## src/hptr_pkg.sv

```systemverilog
package hptr_pkg;

  // Command codes of the input channel
  typedef enum logic [1:0] {
    CMD_LOAD_TRACE = 2'd0,
    CMD_LOAD_CHAR  = 2'd1,
    CMD_QUERY      = 2'd2
  } cmd_t;

  // Configuration register indexes
  localparam logic [1:0] CFG_MODULUS = 2'd0;
  localparam logic [1:0] CFG_WEIGHT  = 2'd1;
  localparam logic [1:0] CFG_LEVEL   = 2'd2;

  localparam logic [31:0] MODULUS_RST = 32'd4294967291;
  localparam logic [7:0]  WEIGHT_RST  = 8'd2;
  localparam logic [10:0] LEVEL_RST   = 11'd1;

  // Remainder unit: narrow operands are 12 bits, wide dividends 64 bits
  localparam int NARROW_W = 12;
  localparam int WIDE_W   = 64;

  typedef struct packed {
    logic [1:0]  cmd;
    logic [11:0] index;
    logic [31:0] value;
    logic [11:0] m_index;
    logic [11:0] n_index;
  } in_item_t;

  typedef struct packed {
    logic [31:0] trace_sum;
    logic        out_of_range;
  } out_item_t;

  typedef struct packed {
    logic        start;
    logic        narrow;
    logic [63:0] dividend;
    logic [31:0] divisor;
  } div_req_t;

  typedef struct packed {
    logic        busy;
    logic        done;
    logic [63:0] quo;
    logic [31:0] rem;
  } div_rsp_t;

  typedef enum logic [4:0] {
    ST_IDLE,
    ST_CHECK,
    ST_D_TEST,
    ST_W_M,
    ST_W_N,
    ST_W_C,
    ST_G_TEST,
    ST_W_G,
    ST_RD,
    ST_RD_W,
    ST_P_TEST,
    ST_MUL,
    ST_MOD,
    ST_MOD_W,
    ST_NEXT,
    ST_FIN
  } state_t;

  // What a modular product is for
  typedef enum logic [1:0] {
    OP_PW,
    OP_PB,
    OP_Z1,
    OP_Z2
  } op_t;

endpackage

```

## src/hptr_div.sv

```systemverilog
module hptr_div (
  input  logic              clk,
  input  logic              rst_n,
  input  hptr_pkg::div_req_t req,
  output hptr_pkg::div_rsp_t rsp
);

  logic        busy_r;
  logic        done_r;
  logic [6:0]  cnt_r;
  logic [31:0] rem_r;
  logic [63:0] dvd_r;
  logic [31:0] dsr_r;
  logic [32:0] trial;
  logic [32:0] diff;
  logic        ge;

  // one restoring step per cycle while busy
  assign trial = {rem_r, dvd_r[63]};
  assign ge    = trial >= {1'b0, dsr_r};
  assign diff  = trial - {1'b0, dsr_r};

  always_ff @(posedge clk) begin
    if (!rst_n) begin
      busy_r <= 1'b0;
      done_r <= 1'b0;
    end else begin
      done_r <= 1'b0;
      if (req.start) begin
        busy_r <= 1'b1;
      end else if (busy_r && cnt_r == 7'd1) begin
        busy_r <= 1'b0;
        done_r <= 1'b1;
      end
    end
  end

  // quotient bits shift in at the bottom of the dividend
  always_ff @(posedge clk) begin
    if (req.start) begin
      rem_r <= '0;
      dsr_r <= req.divisor;
      if (req.narrow) begin
        dvd_r <= {req.dividend[hptr_pkg::NARROW_W-1:0],
                  {(hptr_pkg::WIDE_W - hptr_pkg::NARROW_W){1'b0}}};
        cnt_r <= 7'(hptr_pkg::NARROW_W);
      end else begin
        dvd_r <= req.dividend;
        cnt_r <= 7'(hptr_pkg::WIDE_W);
      end
    end else if (busy_r) begin
      rem_r <= ge ? diff[31:0] : trial[31:0];
      dvd_r <= {dvd_r[62:0], ge};
      cnt_r <= cnt_r - 7'd1;
    end
  end

  assign rsp.busy = busy_r;
  assign rsp.done = done_r;
  assign rsp.quo  = dvd_r;
  assign rsp.rem  = rem_r;

endmodule

```

## config.mk

```make
export PLATFORM = sky130hd
export DESIGN_NAME = hptr_div
export DESIGN_NICKNAME = d
export VERILOG_FILES = /design/src/hptr_pkg.sv /design/src/hptr_div.sv
export SDC_FILE = /design/constraint.sdc
export NUM_CORES = 1
export LEC_CHECK = 0
export CORE_MARGIN = 2
export CORE_UTILIZATION = 40
export CTS_CLUSTER_DIAMETER = 60
export DETAILED_ROUTE_END_ITERATION = 7
export DONT_BUFFER_PORTS = 1
export HOLD_SLACK_MARGIN = 0.02
export PLACE_DENSITY = 0.64
export SYNTH_ARGS = -nofsm -noshare
export SYNTH_HDL_FRONTEND = slang
export SYNTH_SLANG_ARGS = --single-unit
```

## constraint.sdc

```tcl
create_clock -name clk -period 3.5 [get_ports clk]
set_clock_uncertainty 0.15 [all_clocks]
set_input_delay 0.35 -clock clk [delete_from_list [all_inputs] [get_ports clk]]
set_output_delay 0.35 -clock clk [all_outputs]
set_load 0.01 [all_outputs]
```

Word level (Yosys, flattened, before mapping)

Index checks and enable logic that the tools add are counted.

Bits in registers: 137
Input port bits: 100
Word-level logic and storage cells: 25

Add/subtract/negate cells: 2
Order comparisons: 1
Eq/ne operators: 1
Muxes and demuxes: 10
Bitwise gates (word level): 1
Reductions and logical operators: 4

Operator list:

| kind                                                | count |
|---|---|
| two-way mux 64 bit                                  | 3 |
| >= comparator 33 x 32 -> 1 bit                      | 1 |
| two-way mux 32 bit                                  | 1 |
| subtractor 32 bit                                   | 1 |
| two-way mux 7 bit                                   | 3 |
| equality test 7 x 1 -> 1 bit, second input constant | 1 |
| subtractor 7 x 1 -> 7 bit, second input constant    | 1 |
| nonzero test 2 bit                                  | 2 |
| two-way mux 1 bit                                   | 3 |
| OR reduction 2 bit                                  | 1 |
| logical AND 1 bit                                   | 1 |
| inverter 1 bit                                      | 1 |

Longest topological paths before layout

Gate-level depths: netlist (run 1).

Depth in word-level cells: 4
Depth in mapped cells: 13
Mapped depth without buffers: 12

Least setup slack after synthesis (run 1)

Ideal clock, no wire load.

Kind: flip-flop to flip-flop
From: register rem_r[20]
To: register rem_r[18]
Setup time: 0.073 ns
Arrival time: 2.783 ns
Setup slack: 0.494 ns
Stages on the path, launching flop included: 12
Buffers on the path: 2
Clock period less this slack: 3.006 ns
Cell sequence: dfxtp_1 -> ha_1 -> buf_2 -> and3_4 -> nand2_1 -> or4_1 -> or4_4 -> o211ai_2 -> o2bb2ai_2 -> buf_6 -> o311a_1 -> nor3_2

Longest elaborated chain between the ends: 2

RTL lines:

| item                           | RTL line       | text |
|---|---|---|
| from (decl)                    | hptr_div.sv:11 | `logic [31:0] rem_r;` |
| from (signal assigned)         | hptr_div.sv:52 | `rem_r <= ge ? diff[31:0] : trial[31:0];` |
| >= comparator 33 x 32 -> 1 bit | hptr_div.sv:20 | `assign ge = trial >= {1'b0, dsr_r};` |
| two-way mux 32 bit             | hptr_div.sv:52 |  |

No other way between the ends.
A chain may end at the register's enable or synchronous reset.

Final worst setup path (run 1)

From: register rem_r[22]
To: register rem_r[10]

Same word-level chain as after synthesis.

==> summary.txt, run 1 <==
outcome: complete, no violations
post-synthesis sequential area ratio: 49.8%
Synth Register Bits: 137
fin crit period: 3.24 ns
global-route wire length before repair: 33100 µm
initial antenna violation count: 0
Logic pwr share: 18.0%
Clock Path Buffers: 2
arrival time worst endpoint: 3.41 ns
initial core utilization: 40.6%
final worst-path cycle share: 92.5%
EDFF count, synth: 103
WS Path Type: register to register
Synth Flop Type: edfxtp_1
highest clock rate: 309 MHz
Min-Delay Endpoint: dvd_r[0]$_DFFE_PP_
Syn. warnings: 0
die width: 142 µm
clk_lat worst skew: 0.42 ns
reg2reg path depth: 12
Area contributors post-synth: edfxtp_1 41%, dfxtp_1 9.0%, ha_1 5.6%
DR pass1 iterations: 4
Fillers: 1671
asr flop ratio synth: 0%
DRC violations left: 0
NumNets Final: 1029
H-tree depth: 4
CTS buffer count: 17
Switching Fraction: 31.3%
Die H: 142 µm
I/O Pins: 198
routed vias: 6176
syn avg cell area: 9.38 µm²
commonest cells after routing, fill and taps aside: 103 x edfxtp_1, 95 x inv_1, 92 x dlygate4sd3_1
CTS tree: done
CP max FO: 21
routed len/inst: 19.0 µm
Pins Over Slew Limit: 0
Hold Path Origin: req[32]
actual slew at the worst max-slew pin: 0.934 ns
final design utilization: 50.4%
Switching Power: 1.49 mW
Post-Route Setup TNS: 0 ns
Leakage: 3.91 nW
WL final: 21700 µm
post-synthesis cell type count: 53
post-synthesis cell count: 808
routed vias/inst: 5.41
Crit path required time: 3.67 ns
Synth top area share: 40.8%
non-filler cells, final: 1141
hold path cells: 2
fraction of layout cells with a size suffix above 1: 7.06%
RSZ-0062 raised after global routing: false
Synth-to-Final Area Change: 24.0%
Critical R2R Launch: rem_r[22]$_SDFFE_PP0P_
Clk pwr share: 37.7%
Peak VDD IR: 0.356 mV
post-CTS setup buffer count: 0
die area: 20100 µm²
Critical Path Start: rem_r[22]$_SDFFE_PP0P_
Critical Path Source Type: register
Core Area: 18600 µm²
CTS sink cnt: 137
worst r2r dst: rem_r[10]$_SDFFE_PP0P_
Reg power frac: 44.3%
GP Congestion: 0.839
most common cell after layout, fill and taps aside: edfxtp_1
vias in the first global route: 6116
power density cells: 506 nW/µm²
Tot GR Track Use: 21.5%
initial drt markers: 425
Setup violations, final: 0
CP Capture Type: register
Hold Vio Cnt, Final: 0
total grt overflow: 0
Root Buffer: clkbuf_16
Internal: 3.27 mW
DP HPWL: 13000 µm
clk slew on worst S/H paths: 0.07 ns
post-synth top area cell: edfxtp_1
largest net degree at the start of global routing: 72
WHS: 0.0392 ns
Port Buffers: 0
post-route ant nets: 0
Synth Cell Area: 7580 µm²
n_diodes: 0
Rows: 50
Slew HR: 37.7%
Syn Nets: 943
reg2reg setup slack: 0.26 ns
min-delay worst type: primary input to register
max-cap viol count: 0
placed cell count: 1016
[worst max-delay path, stage by stage (launching register included)]
cell       delay, ns
dfxtp_1         0.37
ha_1            0.32
and3_4          0.22
nand2_1         0.07
or4_1           0.56
or4_4           0.44
o211ai_2        0.11
o2bb2ai_4       0.14
buf_12          0.20
buf_4           0.17
nor2_1          0.10
a21oi_1         0.05
a211oi_1        0.25
[power by group through the flow]
stage | clock network, mW | logic, mW | registers, mW
after floorplan | 0 | 0.585 | 2.09
after global placement | 0 | 0.717 | 2.14
after detailed placement | 0 | 0.724 | 2.14
after CTS | 1.83 | 0.850 | 2.11
after global routing | 1.90 | 0.958 | 2.12
final | 1.79 | 0.854 | 2.11
[routing by layer]
| metal | routed length [µm] | track usage (%) |
|---|---|---|
| met4 | 183 | 5.37 |
| met1 | 9310 | 26.9 |
| met3 | 1520 | 5.87 |
| met5 | 0 | 0 |
| met2 | 10700 | 36.8 |
[synthesized netlist by cell type, types with 2 or more instances]
| library cell | n |
|---|---|
| o31ai_1 | 3 |
| xnor2_1 | 15 |
| a21oi_1 | 57 |
| nand4_1 | 9 |
| nor2_1 | 81 |
| ha_1 | 34 |
| clkbuf_1 | 28 |
| nand3_1 | 6 |
| edfxtp_1 | 103 |
| nor2b_1 | 8 |
| o21a_1 | 4 |
| a31o_2 | 4 |
| nor3_1 | 13 |
| nand2b_1 | 10 |
| and2_1 | 2 |
| clkbuf_2 | 2 |
| buf_1 | 5 |
| xor2_1 | 13 |
| nand2_1 | 83 |
| buf_2 | 5 |
| a32oi_1 | 6 |
| a311oi_1 | 2 |
| o21ai_0 | 82 |
| buf_4 | 3 |
| and3_1 | 4 |
| a21o_1 | 13 |
| o21bai_1 | 8 |
| inv_1 | 96 |
| dfxtp_1 | 34 |
| o211ai_1 | 3 |
| a211oi_1 | 26 |
| a31oi_1 | 4 |
| mux2i_1 | 22 |
[through the flow]
step | power (mW) | area [µm²] | worst slack [ns]
2_1_floorplan | 2.68 | 7580 | 0.494
3_3_place_gp | 2.86 | 7850 | 0.344
3_5_place_dp | 2.86 | 7850 | 0.291
4_1_cts | 4.79 | 9390 | 0.232
5_1_grt | 4.98 | 9390 | 0.0440
6_report | 4.76 | 9390 | 0.262
[layout make-up]
cell class              count  area, µm²  area share, %
clock buffers              17        425           4.53
clock inverters            15        168           1.79
inverters                  96        360           3.84
multi-input cells         531       3280           34.9
flip-flops and latches    137       3770           40.2
well taps                 234        293           3.12
repair buffers            111       1100           11.7
[logic make-up (layout without fill, tap and decap cells)]
family                   Yosys count  in the layout  share of synthesized area, %
flip-flops                       137            137                          49.8
AO/OA/AOI/OAI                    222            222                          17.9
XOR/XNOR                          28             28                          3.24
adder cells (fa/ha/maj)           35             35                          5.88
multiplexers                      22             22                          2.91
AND/OR/NAND/NOR                  224            224                          13.0
buffers and inverters            140            239                          7.30
[state kept, by name, indices dropped and copies added (netlist names)]
name / count
dvd_r: 64
dsr_r: 32
rem_r: 32
cnt_r: 7
busy_r: 1
done_r: 1
[worst max path at each step]
stage / end / slack (ns) / cells after the start
final: rem_r[10]$_SDFFE_PP0P_ / 0.26 / 12
after global routing: rem_r[10]$_SDFFE_PP0P_ / 0.04 / 12
after CTS: rem_r[10]$_SDFFE_PP0P_ / 0.23 / 12
after detailed placement: rem_r[9]$_SDFFE_PP0P_ / 0.29 / 12
after global placement: rem_r[12]$_SDFFE_PP0P_ / 0.34 / 12
after floorplan: rem_r[18]$_SDFFE_PP0P_ / 0.49 / 11
[what timing repair did]
| item | in CTS | in global routing |
|---|---|---|
| endpoints found under the hold margin | 147 | 0 |
| endpoints found under the setup margin | 0 | 2 |
| gates resized for setup | 0 | 1 |
| hold buffers | 93 | 0 |
Note: power is estimated with default switching activity, not from simulation.
==> run 2, diff against run 1 <==
- clock period: 3.5 -> 3.02 ns (I/O delays scaled with it)
==> run 2 against run 1 <==
Compared with the run above:
- count of clock-buffer cells in the layout stayed put
- flip-flop and latch count stayed put
- largest power group unchanged
- combinational power is 37% higher
- power is 20% higher
- die area stayed put
==> summary.txt, run 2 (same netlist as run 1, synthesis figures left out) <==
outcome: complete, no violations
CTS sink cnt: 137
clk slew on worst S/H paths: 0.07 ns
WL final: 20800 µm
fraction of layout cells with a size suffix above 1: 15.1%
RSZ-0062 raised after global routing: true
Seq. cell area: 3770 µm²
max-cap viol count: 0
initial core utilization: 40.6%
Port Buffers: 0
DP HPWL: 13600 µm
largest net degree at the start of global routing: 133
actual slew at the worst max-slew pin: 0.903 ns
top layer used by detailed routing: met4
die area: 20100 µm²
CP Capture Type: register
Rows: 50
global-route wire length before repair: 32100 µm
Hold Vio Cnt, Final: 0
DR pass1 iterations: 5
CP max FO: 10
Tot GR Track Use: 20.5%
DR WL met2: 10400 µm
die width: 142 µm
routed vias/inst: 5.31
initial drt markers: 437
Crit path required time: 3.21 ns
power density cells: 572 nW/µm²
Root Buffer: clkbuf_16
H-tree depth: 4
Setup violations, final: 0
Critical Path Source Type: register
commonest cells after routing, fill and taps aside: 103 x edfxtp_1, 94 x dlygate4sd3_1, 93 x inv_1
Fillers: 1636
min-delay worst type: primary input to register
routed len/inst: 17.3 µm
final design utilization: 53.7%
Pins Over Slew Limit: 0
GP Congestion: 0.842
routed vias: 6377
Clock Path Buffers: 2
NumNets Final: 1087
Metal-1 WL: 8580 µm
I/O Pins: 198
fin crit period: 2.99 ns
WS Path Type: register to register
Die H: 142 µm
post-route ant nets: 0
most common cell after layout, fill and taps aside: edfxtp_1
Final Worst Setup Slack: 0.0264 ns
largest register by flop count: dvd_r
CTS buffer count: 17
Leakage: 4.22 nW
Largest register FFs: 64
Slew HR: 39.8%
met3 WL: 1530 µm
Core Area: 18600 µm²
Peak VDD IR: 0.413 mV
DRC violations left: 0
Largest regs: dvd_r: 64 flops, dsr_r: 32 flops, rem_r: 32 flops
final worst-path cycle share: 99.1%
arrival time worst endpoint: 3.18 ns
Place WS: -0.0268 ns
clk_lat worst skew: 0.43 ns
highest clock rate: 334 MHz
CTS tree: done
Multi-input gate area: 3400 µm²
Synth-to-Final Area Change: 32.2%
vias in the first global route: 6306
total grt overflow: 0
initial antenna violation count: 0
## run 2: cell count changes in the layout (fill, tap and decap cells not counted), sizes merged
cell / delta
diode: +1
clkinv: +6
clkinvlp: -1
dlygate4sd3: +2
inv: -5
buf: +56
## run 2: final cells by class
class / instances / share of cell area, %
tap: 234 / 2.92
sequential: 137 / 37.7
clock buffer: 17 / 4.25
antenna: 1 / 0.0250
inverter: 96 / 3.60
timing repair buffer: 169 / 15.5
clock inverter: 15 / 2.04
multi-input combinational: 531 / 33.9
## run 2: timing repair
action,in CTS,in global routing
buffers inserted,0,2
gates cloned,0,0
pin swaps,1,9
hold buffers,95,0
setup endpoints to repair,10,30
gates resized for setup,4,34
endpoints found under the hold margin,161,0
## run 2: worst max-delay path, cell delays in order, from the launching register on
cell,delay [ns]
edfxtp_1,0.35
inv_2,0.05
ha_4,0.25
and3_4,0.19
nand2_2,0.05
or4_4,0.54
or4_4,0.44
o211ai_2,0.11
o2bb2ai_4,0.11
buf_12,0.15
nand2b_1,0.14
a2bb2oi_1,0.15
a211oi_1,0.23
## run 2: report_power, final
group	internal (mW)	leakage (nW)	switching, mW
registers	2.24	1.33	0.181
logic	0.539	2.58	0.634
clock network	1.13	0.301	1.01
## run 2: layer usage
| metal | global-route usage, % | up-vias |
|---|---|---|
| met4 | 7.05 | 0 |
| li1 | - | 3120 |
| met1 | 24.6 | 3015 |
| met3 | 6.55 | 24 |
| met2 | 34.9 | 218 |
| met5 | 0 | - |
## run 2: stage by stage
step           TNS, ns  hold WS [ns]  cell area (µm²)  cells  power (mW)
2_1_floorplan        0         0.251             7580    808        3.10
3_5_place_dp   -0.0268         0.240             8250   1070        3.43
4_1_cts              0        0.0200             9860   1197        5.71
6_report             0        0.0294            10000   1200        5.73
5_1_grt         -0.537        0.0326            10000   1199        6.00
3_3_place_gp         0         0.247             8250   1070        3.42
## run 2: path summary, 6_finish.rpt
| path | start | endpoint | slack (ns) | cells after the start |
|---|---|---|---|---|
| max | dsr_r[21]$_DFFE_PP_ | rem_r[20]$_SDFFE_PP0P_ | 0.03 | 12 |
| min | req[32] | dvd_r[52]$_DFFE_PP_ | 0.03 | 2 |
| max reg2reg | dsr_r[21]$_DFFE_PP_ | rem_r[20]$_SDFFE_PP0P_ | 0.03 | 12 |
| min reg2reg | rem_r[0]$_SDFFE_PP0P_ | rem_r[0]$_SDFFE_PP0P_ | 0.38 | 2 |
